[src/rtl/ntm_pkg.sv]
// ----------------------------------------------------------------------------
// ntm_pkg
// Shared types and constants for the nearest timestamp matcher.
// ----------------------------------------------------------------------------
package ntm_pkg;

    localparam int STAMP_BITS     = 63;
    localparam int FRAME_TAG_BITS = 16;
    localparam int DIFF_BITS      = 64;
    localparam int BATCH_BITS     = 8;
    localparam int PADDR_BITS     = 3;
    localparam int PDATA_BITS     = 32;

    localparam logic [BATCH_BITS-1:0] BATCH_RESET = 8'd5;

    // register index, taken from paddr above the byte offset
    localparam logic REG_BATCH_SIZE = 1'b0;

    localparam logic ACTION_DEPTH = 1'b0;
    localparam logic ACTION_POSE  = 1'b1;

    typedef enum logic [1:0] {
        CELL_HOLD,
        CELL_LOAD,
        CELL_SHIFT
    } t_cell_op;

    typedef struct packed {
        logic push;
        logic rotate;
    } t_queue_ctrl;

    typedef struct packed {
        logic                        action;
        logic [STAMP_BITS-1:0]       stamp_ns;
        logic [FRAME_TAG_BITS-1:0]   frame_tag;
    } t_in_item;

    typedef struct packed {
        logic [FRAME_TAG_BITS-1:0]   pose_tag;
        logic [FRAME_TAG_BITS-1:0]   depth_tag;
        logic signed [DIFF_BITS-1:0] time_difference_ns;
    } t_out_item;

endpackage

[src/rtl/ntm_cell.sv]
// ----------------------------------------------------------------------------
// ntm_cell
// One queue slot: holds a stamp and a tag, loads a new entry or takes its
// neighbor's entry.
// ----------------------------------------------------------------------------
module ntm_cell #(
    parameter int TAG_BITS = 16
) (
    input  logic                          i_clk,
    input  ntm_pkg::t_cell_op             i_op,
    input  logic [ntm_pkg::STAMP_BITS-1:0] i_new_stamp,
    input  logic [TAG_BITS-1:0]           i_new_tag,
    input  logic [ntm_pkg::STAMP_BITS-1:0] i_next_stamp,
    input  logic [TAG_BITS-1:0]           i_next_tag,
    output logic [ntm_pkg::STAMP_BITS-1:0] o_stamp,
    output logic [TAG_BITS-1:0]           o_tag
);
    import ntm_pkg::*;

    logic [STAMP_BITS-1:0] r_stamp;
    logic [TAG_BITS-1:0]   r_tag;

    always_ff @(posedge i_clk) begin
        case (i_op)
            CELL_LOAD: begin
                r_stamp <= i_new_stamp;
                r_tag   <= i_new_tag;
            end
            CELL_SHIFT: begin
                r_stamp <= i_next_stamp;
                r_tag   <= i_next_tag;
            end
            default: begin
                r_stamp <= r_stamp;
                r_tag   <= r_tag;
            end
        endcase
    end

    assign o_stamp = r_stamp;
    assign o_tag   = r_tag;

endmodule

[src/rtl/ntm_queue.sv]
// ----------------------------------------------------------------------------
// ntm_queue
// Row of cells forming a bounded queue, oldest at cell 0. A push into a full
// queue shifts out the oldest; a rotate moves every cell one place toward 0.
// ----------------------------------------------------------------------------
module ntm_queue #(
    parameter int DEPTH    = 10,
    parameter int TAG_BITS = 16
) (
    input  logic                           i_clk,
    input  logic                           i_rst_n,
    input  ntm_pkg::t_queue_ctrl           i_ctrl,
    input  logic [ntm_pkg::STAMP_BITS-1:0] i_stamp,
    input  logic [TAG_BITS-1:0]            i_tag,
    output logic [$clog2(DEPTH+1)-1:0]     o_count,
    output logic [ntm_pkg::STAMP_BITS-1:0] o_head_stamp,
    output logic [TAG_BITS-1:0]            o_head_tag
);
    import ntm_pkg::*;

    localparam int CNT_BITS = $clog2(DEPTH+1);

    logic [CNT_BITS-1:0]   r_count;
    logic [CNT_BITS-1:0]   n_count;
    logic                  w_full;
    logic [STAMP_BITS-1:0] w_stamp [DEPTH];
    logic [TAG_BITS-1:0]   w_tag   [DEPTH];

    assign w_full = (r_count == CNT_BITS'(DEPTH));

    always_comb begin
        n_count = r_count;
        if (i_ctrl.push && !w_full) begin
            n_count = r_count + 1'b1;
        end
    end

    always_ff @(posedge i_clk) begin
        if (!i_rst_n) begin
            r_count <= '0;
        end else begin
            r_count <= n_count;
        end
    end

    for (genvar g = 0; g < DEPTH; g++) begin : g_cell
        t_cell_op w_op;

        always_comb begin
            w_op = CELL_HOLD;
            if (i_ctrl.push) begin
                if (w_full) begin
                    w_op = (g == DEPTH-1) ? CELL_LOAD : CELL_SHIFT;
                end else if (r_count == CNT_BITS'(g)) begin
                    w_op = CELL_LOAD;
                end
            end else if (i_ctrl.rotate) begin
                w_op = CELL_SHIFT;
            end
        end

        // last cell wraps to cell 0 so a full rotation restores the order
        ntm_cell #(
            .TAG_BITS(TAG_BITS)
        ) u_cell (
            .i_clk       (i_clk),
            .i_op        (w_op),
            .i_new_stamp (i_stamp),
            .i_new_tag   (i_tag),
            .i_next_stamp(w_stamp[(g+1) % DEPTH]),
            .i_next_tag  (w_tag[(g+1) % DEPTH]),
            .o_stamp     (w_stamp[g]),
            .o_tag       (w_tag[g])
        );
    end

    assign o_count      = r_count;
    assign o_head_stamp = w_stamp[0];
    assign o_head_tag   = w_tag[0];

endmodule

[src/rtl/ntm_match.sv]
// ----------------------------------------------------------------------------
// ntm_match
// Two-stage nearest search: absolute difference, then compare against the
// best so far. Only a strictly smaller difference replaces the best.
// ----------------------------------------------------------------------------
module ntm_match #(
    parameter int TAG_BITS = 16
) (
    input  logic                           i_clk,
    input  logic                           i_rst_n,
    input  logic                           i_clear,
    input  logic                           i_en,
    input  logic [ntm_pkg::STAMP_BITS-1:0] i_pose_stamp,
    input  logic [ntm_pkg::STAMP_BITS-1:0] i_depth_stamp,
    input  logic [TAG_BITS-1:0]            i_depth_tag,
    output logic [ntm_pkg::STAMP_BITS-1:0] o_best_stamp,
    output logic [TAG_BITS-1:0]            o_best_tag
);
    import ntm_pkg::*;

    logic [STAMP_BITS:0]   w_pd;
    logic [STAMP_BITS:0]   w_dp;
    logic [STAMP_BITS-1:0] w_abs;

    logic                  r_s1_valid;
    logic [STAMP_BITS-1:0] r_s1_abs;
    logic [STAMP_BITS-1:0] r_s1_stamp;
    logic [TAG_BITS-1:0]   r_s1_tag;

    logic                  r_found;
    logic [STAMP_BITS-1:0] r_best_abs;
    logic [STAMP_BITS-1:0] r_best_stamp;
    logic [TAG_BITS-1:0]   r_best_tag;
    logic                  w_take;

    assign w_pd  = {1'b0, i_pose_stamp} - {1'b0, i_depth_stamp};
    assign w_dp  = {1'b0, i_depth_stamp} - {1'b0, i_pose_stamp};
    // borrow out of pose minus depth means depth is later
    assign w_abs = w_pd[STAMP_BITS] ? w_dp[STAMP_BITS-1:0] : w_pd[STAMP_BITS-1:0];

    assign w_take = r_s1_valid && (!r_found || (r_s1_abs < r_best_abs));

    always_ff @(posedge i_clk) begin
        if (!i_rst_n || i_clear) begin
            r_s1_valid <= 1'b0;
            r_found    <= 1'b0;
        end else begin
            r_s1_valid <= i_en;
            if (w_take) begin
                r_found <= 1'b1;
            end
        end
    end

    always_ff @(posedge i_clk) begin
        r_s1_abs   <= w_abs;
        r_s1_stamp <= i_depth_stamp;
        r_s1_tag   <= i_depth_tag;
        if (w_take) begin
            r_best_abs   <= r_s1_abs;
            r_best_stamp <= r_s1_stamp;
            r_best_tag   <= r_s1_tag;
        end
    end

    assign o_best_stamp = r_best_stamp;
    assign o_best_tag   = r_best_tag;

endmodule

[src/rtl/nearest_timestamp_matcher_top.sv]
// ----------------------------------------------------------------------------
// nearest_timestamp_matcher_top
// An item that triggers no match, or finds a queue empty, never raises stall.
// A matching item holds stall through the scan, flush and emit states, with
// the depth queue rotating past the compare unit one entry per cycle; its
// result is registered and made valid in the emit state, which waits out
// any output stall.
// Synchronous reset empties both queues, clears the arrival count, drops any
// pending result and sets batch_size to 5.
// ----------------------------------------------------------------------------
module nearest_timestamp_matcher_top #(
    parameter int QUEUE_DEPTH = 10,
    parameter int TAG_BITS    = 16
) (
    input  logic                           i_clk,
    input  logic                           i_rst_n,
    input  logic                           i_in_valid,
    output logic                           o_in_stall,
    input  ntm_pkg::t_in_item              i_in_item,
    output logic                           o_out_valid,
    input  logic                           i_out_stall,
    output ntm_pkg::t_out_item             o_out_item,
    input  logic                           psel,
    input  logic                           penable,
    input  logic                           pwrite,
    input  logic [ntm_pkg::PADDR_BITS-1:0] paddr,
    input  logic [ntm_pkg::PDATA_BITS-1:0] pwdata,
    output logic [ntm_pkg::PDATA_BITS-1:0] prdata,
    output logic                           pready
);
    import ntm_pkg::*;

    localparam int CNT_BITS = $clog2(QUEUE_DEPTH+1);

    typedef enum logic [1:0] {
        S_IDLE,
        S_SCAN,
        S_FLUSH,
        S_EMIT
    } t_state;

    t_state                r_state;
    logic [CNT_BITS-1:0]   r_step;
    logic [BATCH_BITS-1:0] r_counter;
    logic [BATCH_BITS-1:0] r_batch_size;
    logic                  r_out_valid;
    t_out_item             r_out_item;

    logic                  w_accept;
    logic [BATCH_BITS-1:0] w_count_inc;
    logic                  w_due;
    logic                  w_pose_any;
    logic                  w_depth_any;
    logic                  w_start;
    logic                  w_out_free;
    logic                  w_reg_sel;

    t_queue_ctrl           w_pose_ctrl;
    t_queue_ctrl           w_depth_ctrl;
    logic [TAG_BITS-1:0]   w_in_tag;
    logic [TAG_BITS+FRAME_TAG_BITS-1:0] w_in_tag_ext;

    logic [CNT_BITS-1:0]   w_pose_count;
    logic [CNT_BITS-1:0]   w_depth_count;
    logic [STAMP_BITS-1:0] w_pose_stamp;
    logic [TAG_BITS-1:0]   w_pose_tag;
    logic [STAMP_BITS-1:0] w_depth_stamp;
    logic [TAG_BITS-1:0]   w_depth_tag;
    logic [STAMP_BITS-1:0] w_best_stamp;
    logic [TAG_BITS-1:0]   w_best_tag;
    logic [TAG_BITS+FRAME_TAG_BITS-1:0] w_pose_tag_ext;
    logic [TAG_BITS+FRAME_TAG_BITS-1:0] w_best_tag_ext;
    logic [DIFF_BITS-1:0]  w_diff;

    // configuration port
    assign pready    = 1'b1;
    assign w_reg_sel = (paddr[PADDR_BITS-1] == REG_BATCH_SIZE);
    assign prdata    = w_reg_sel ? {{(PDATA_BITS-BATCH_BITS){1'b0}}, r_batch_size} : '0;

    always_ff @(posedge i_clk) begin
        if (!i_rst_n) begin
            r_batch_size <= BATCH_RESET;
        end else if (psel && penable && pwrite && w_reg_sel) begin
            r_batch_size <= pwdata[BATCH_BITS-1:0];
        end
    end

    // arrival handling
    assign o_in_stall  = (r_state != S_IDLE);
    assign w_accept    = i_in_valid && !o_in_stall;
    assign w_count_inc = r_counter + 1'b1;
    assign w_due       = (w_count_inc >= r_batch_size);
    assign w_pose_any  = (i_in_item.action == ACTION_POSE) || (w_pose_count != '0);
    assign w_depth_any = (i_in_item.action == ACTION_DEPTH) || (w_depth_count != '0);
    assign w_start     = w_accept && w_due && w_pose_any && w_depth_any;
    assign w_out_free  = !r_out_valid || !i_out_stall;

    assign w_in_tag_ext = {{TAG_BITS{1'b0}}, i_in_item.frame_tag};
    assign w_in_tag     = w_in_tag_ext[TAG_BITS-1:0];

    assign w_pose_ctrl.push    = w_accept && (i_in_item.action == ACTION_POSE);
    assign w_pose_ctrl.rotate  = 1'b0;
    assign w_depth_ctrl.push   = w_accept && (i_in_item.action == ACTION_DEPTH);
    assign w_depth_ctrl.rotate = (r_state == S_SCAN);

    ntm_queue #(
        .DEPTH   (QUEUE_DEPTH),
        .TAG_BITS(TAG_BITS)
    ) u_pose_q (
        .i_clk       (i_clk),
        .i_rst_n     (i_rst_n),
        .i_ctrl      (w_pose_ctrl),
        .i_stamp     (i_in_item.stamp_ns),
        .i_tag       (w_in_tag),
        .o_count     (w_pose_count),
        .o_head_stamp(w_pose_stamp),
        .o_head_tag  (w_pose_tag)
    );

    ntm_queue #(
        .DEPTH   (QUEUE_DEPTH),
        .TAG_BITS(TAG_BITS)
    ) u_depth_q (
        .i_clk       (i_clk),
        .i_rst_n     (i_rst_n),
        .i_ctrl      (w_depth_ctrl),
        .i_stamp     (i_in_item.stamp_ns),
        .i_tag       (w_in_tag),
        .o_count     (w_depth_count),
        .o_head_stamp(w_depth_stamp),
        .o_head_tag  (w_depth_tag)
    );

    // head of the depth queue shows entry r_step during the scan
    ntm_match #(
        .TAG_BITS(TAG_BITS)
    ) u_match (
        .i_clk        (i_clk),
        .i_rst_n      (i_rst_n),
        .i_clear      (w_start),
        .i_en         ((r_state == S_SCAN) && (r_step < w_depth_count)),
        .i_pose_stamp (w_pose_stamp),
        .i_depth_stamp(w_depth_stamp),
        .i_depth_tag  (w_depth_tag),
        .o_best_stamp (w_best_stamp),
        .o_best_tag   (w_best_tag)
    );

    assign w_pose_tag_ext = {{FRAME_TAG_BITS{1'b0}}, w_pose_tag};
    assign w_best_tag_ext = {{FRAME_TAG_BITS{1'b0}}, w_best_tag};
    assign w_diff = {1'b0, w_pose_stamp} - {1'b0, w_best_stamp};

    always_ff @(posedge i_clk) begin
        if (!i_rst_n) begin
            r_state     <= S_IDLE;
            r_step      <= '0;
            r_counter   <= '0;
            r_out_valid <= 1'b0;
        end else begin
            if ((r_state == S_EMIT) && w_out_free) begin
                r_out_valid <= 1'b1;
            end else if (r_out_valid && !i_out_stall) begin
                r_out_valid <= 1'b0;
            end
            case (r_state)
                S_IDLE: begin
                    if (w_accept) begin
                        r_counter <= w_due ? '0 : w_count_inc;
                    end
                    if (w_start) begin
                        r_step  <= '0;
                        r_state <= S_SCAN;
                    end
                end
                S_SCAN: begin
                    r_step <= r_step + 1'b1;
                    if (r_step == CNT_BITS'(QUEUE_DEPTH-1)) begin
                        r_state <= S_FLUSH;
                    end
                end
                S_FLUSH: begin
                    r_state <= S_EMIT;
                end
                S_EMIT: begin
                    if (w_out_free) begin
                        r_out_item.pose_tag           <= w_pose_tag_ext[FRAME_TAG_BITS-1:0];
                        r_out_item.depth_tag          <= w_best_tag_ext[FRAME_TAG_BITS-1:0];
                        r_out_item.time_difference_ns <= signed'(w_diff);
                        r_state                       <= S_IDLE;
                    end
                end
                default: begin
                    r_state <= S_IDLE;
                end
            endcase
        end
    end

    assign o_out_valid = r_out_valid;
    assign o_out_item  = r_out_item;

endmodule

[config.mk]
export PLATFORM = sky130hd
export DESIGN_NAME = nearest_timestamp_matcher_top
export DESIGN_NICKNAME = d
export VERILOG_FILES = /design/src/rtl/ntm_pkg.sv /design/src/rtl/ntm_cell.sv /design/src/rtl/ntm_queue.sv /design/src/rtl/ntm_match.sv /design/src/rtl/nearest_timestamp_matcher_top.sv
export SDC_FILE = /design/constraint.sdc
export NUM_CORES = 2
export LEC_CHECK = 0
export ABC_CLOCK_PERIOD_IN_PS = 29800
export BUFFER_PORTS_ARGS = -buffer_cell sky130_fd_sc_hd__buf_2
export CAP_MARGIN = 25
export CORE_MARGIN = 2
export CORE_UTILIZATION = 58
export CTS_CLUSTER_SIZE = 16
export DETAILED_ROUTE_END_ITERATION = 8
export PLACE_DENSITY = 0.82
export SLEW_MARGIN = 0
export SYNTH_ARGS = -nofsm -noshare
export SYNTH_HDL_FRONTEND = slang
export SYNTH_SLANG_ARGS = --single-unit
[constraint.sdc]
create_clock -name i_clk -period 29.8 [get_ports i_clk]
set_input_delay 2.98 -clock i_clk [delete_from_list [all_inputs] [get_ports i_clk]]
set_output_delay 2.98 -clock i_clk [all_outputs]
set_load 0.02 [all_outputs]
==> results.toml <==
[run_status]
status = "complete, no violations"

[min_path]
min_path_type = "reg -> reg"

[global_route]
grt_max_degree = 200
grt_usage_pct = 26.48
antenna_found_initial = 28
grt_pass1_vias = 50193
grt_pass1_wl_um = 307200
grt.overflow.total = 0

[place]
io_buffers = 201
gp_congestion = 0.9482
place_area_um2 = 89680
dpl.hpwl_um = 127300

[clock_network]
cts_tree = "done"
ctsHoldBuffers = 0
clock_latency_ns = 0.85
cts_buffers = 189
clock_path_buffers = 3
clk_pin_slew_ns = 0.06
cts_resized = 0
root_buffer = "clkbuf_16"
htreeDepth = 4
cts_setup_buffers = 0
clock-sinks = 1993

[timing]
finalSetupTns_ns = 0
finalHoldViolCount = 0
worst_slew_pin_slew_ns = 1.090
clock_skew_ns = 0.04766
setup_viol = 0
fin_crit_ns = 7.724
rsz0062_at_grt = "false"
post-route-period-util_pct = 25.92
drv_slew = 0
max_slew_margin_pct = 26.42
fmax_mhz = 129.5

[power]
power_leakage_nw = 40.14
power_frac_clock_pct = 31.6
combinationalPowerShare_pct = 19.6
p_int_mw = 5.305
powerDensity_nw_per_um2 = 77.89
pwr-share-seq_pct = 48.8
switching_power_mw = 2.162
ir_drop_mv = 0.08709
switching_share_pct = 28.95

[setup_path]
slowest_delay_ns = 0.86
path_cells = "buf_2 > nand2_1 > nor2_1 > nand3_2 > and2_1 > inv_8 > ha_4 > buf_4 > mux2_2"
crit_family = "simple AND/OR/NAND/NOR gates"
cp.arrival_ns = 8.30
cp-end-kind = "flop"
crit_buf_inv = 3
crit_type = "in -> reg"
cp.required_ns = 30.38
slowest_stage = "nand3_2"
critPathLaunchType = "primary input"
path_max_fanout = 171

[detailed_routing]
finalWirelength_um = 206900
drtAntennaViolNets = 0
vias_per_cell = 6.194
drt_iter0_markers = 6200
avgRoutedWirePerCell_um = 24.49
vias = 52337
dr.pass1.iters = 5
drc_errors = 0

[final_layout]
nFillCells = 10388
layout.nets = 6667
layout_common_cells = "edfxtp_1, a21o_1, inv_1"
area_growth_pct = 9.732
post-route-util_pct = 64.01
drive_gt1_share_pct = 12.80
fin_area_um2 = 95870
final_common_cell = "edfxtp_1"

[floorplan]
die_h_um = 392.1
coreArea_um2 = 149800
die_x_um = 392.1
num_rows = 142
die-area_um2 = 153700
start_util_pct = 58.33
io_pins = 253

[synth]
synth_cells = 6276
synth.avg_cell_area_um2 = 13.92
synth-edff-count = 1818
syn_area_um2 = 87360
yosys_register_bits = 1993
seq_area_frac_synth_pct = 66.50
ys_async_sr_fraction_pct = 0
synthDistinctLibCells = 83
synth-main-ff-cell = "edfxtp_1"
yosys_warnings = 0

[job]
drv_cap = 0
[power groups by stage]
stage	clock network (mW)	registers, mW	logic (mW)
2_1_floorplan	0	3.64	1.04
3_3_place_gp	0	3.68	1.39
3_5_place_dp	0	3.69	1.43
4_1_cts	2.38	3.64	1.45
5_1_grt	2.49	3.66	1.59
6_report	2.36	3.64	1.47
[synthesized netlist by cell type (21+ instances only)]
cell	count	share of area, %
a21o_1	1401	12
a21oi_1	245	1.4
a31oi_1	23	0.16
and3_1	90	0.64
buf_1	28	0.12
buf_4	30	0.26
clkbuf_1	398	1.7
dfxtp_1	175	4.0
edfxtp_1	1818	62
ha_1	279	4.0
inv_1	320	1.4
mux2_2	237	3.1
mux2i_1	21	0.24
nand2_1	183	0.79
nand3_1	37	0.21
nand4_1	65	0.47
nor2_1	158	0.68
nor2b_1	102	0.73
nor3_1	27	0.15
o211ai_1	24	0.21
o21a_1	28	0.24
o21ai_0	135	0.77
o21bai_1	43	0.37
xnor2_1	83	0.83
xor2_1	47	0.47
[final timing paths]
path / startpoint / endpoint / slack [ns] / cells after the start
worst min-delay path: u_match.r_s1_stamp[51] / u_match.o_best_stamp[51] / 0.38 / 0
worst min register to register: u_match.r_s1_stamp[51] / u_match.o_best_stamp[51] / 0.38 / 0
worst max-delay path: i_in_valid / u_depth_q.g_cell[0].u_cell.o_stamp[32] / 22.08 / 9
worst max register to register: r_state[1] / u_depth_q.g_cell[0].u_cell.o_stamp[32] / 23.34 / 10
[flip-flops by register name, indices dropped and copies added (netlist names)]
signal                           cells
u_pose_q.o_count                     4
u_match.r_s1_tag                    16
u_match.o_best_stamp                63
o_out_valid                          1
u_match.r_found                      1
r_step                               4
u_depth_q.g_cell.u_cell.o_tag      160
r_counter                            8
u_depth_q.o_count                    4
u_match.r_s1_abs                    63
u_match.r_s1_stamp                  63
r_batch_size                         8
u_depth_q.g_cell.u_cell.o_stamp    630
u_match.o_best_tag                  16
u_match.r_s1_valid                   1
u_pose_q.g_cell.u_cell.o_tag       160
u_pose_q.g_cell.u_cell.o_stamp     630
r_state                              2
o_out_item                          96
u_match.r_best_abs                  63
[cell families after synthesis]
logic type	count (synthesis)	share of synthesized area, %
flops	1993	66.50
mux	261	3.347
xor+xnor	130	1.303
buf+inv	799	3.629
fa+ha+maj	282	4.065
other cells	2	0.008596
simple gates	750	4.410
compound gates	2059	16.74
[layer usage]
| metal | wire length, um | GRT usage, % | part of all wire, % |
|---|---|---|---|
| met1 | 87050 | 37.97 | 42 |
| met4 | 4849 | 7.476 | 2.3 |
| met2 | 96910 | 42.04 | 47 |
| met3 | 18030 | 4.385 | 8.7 |
| met5 | 113 | 0 | 0.055 |
[cell type report]
class                   instances  area [um2]  share of cell area, %
diodes                         13       32.53                0.03393
clock buffers                 242        5020                  5.236
clock inverters               106        1061                  1.107
inverters                     321        1216                  1.269
multi-input cells            3507       26460                  27.61
flip-flops and latches       1993       58100                  60.60
well taps                    2016        2522                  2.631
repair buffers                251        1454                  1.517
[through the flow]
| stage | hold WS (ns) | power (mW) | setup slack, ns | std cells |
|---|---|---|---|---|
| after global placement | 0.3509 | 5.071 | 21.21 | 8084 |
| after floorplan | 0.3424 | 4.679 | 20.12 | 6299 |
| after CTS | 0.3755 | 7.468 | 22.18 | 8433 |
| final | 0.3772 | 7.467 | 22.08 | 8449 |
| after global routing | 0.3687 | 7.733 | 21.94 | 8440 |
| after detailed placement | 0.3588 | 5.121 | 21.33 | 8085 |
No activity file was read; power rests on OpenSTA's default activity.
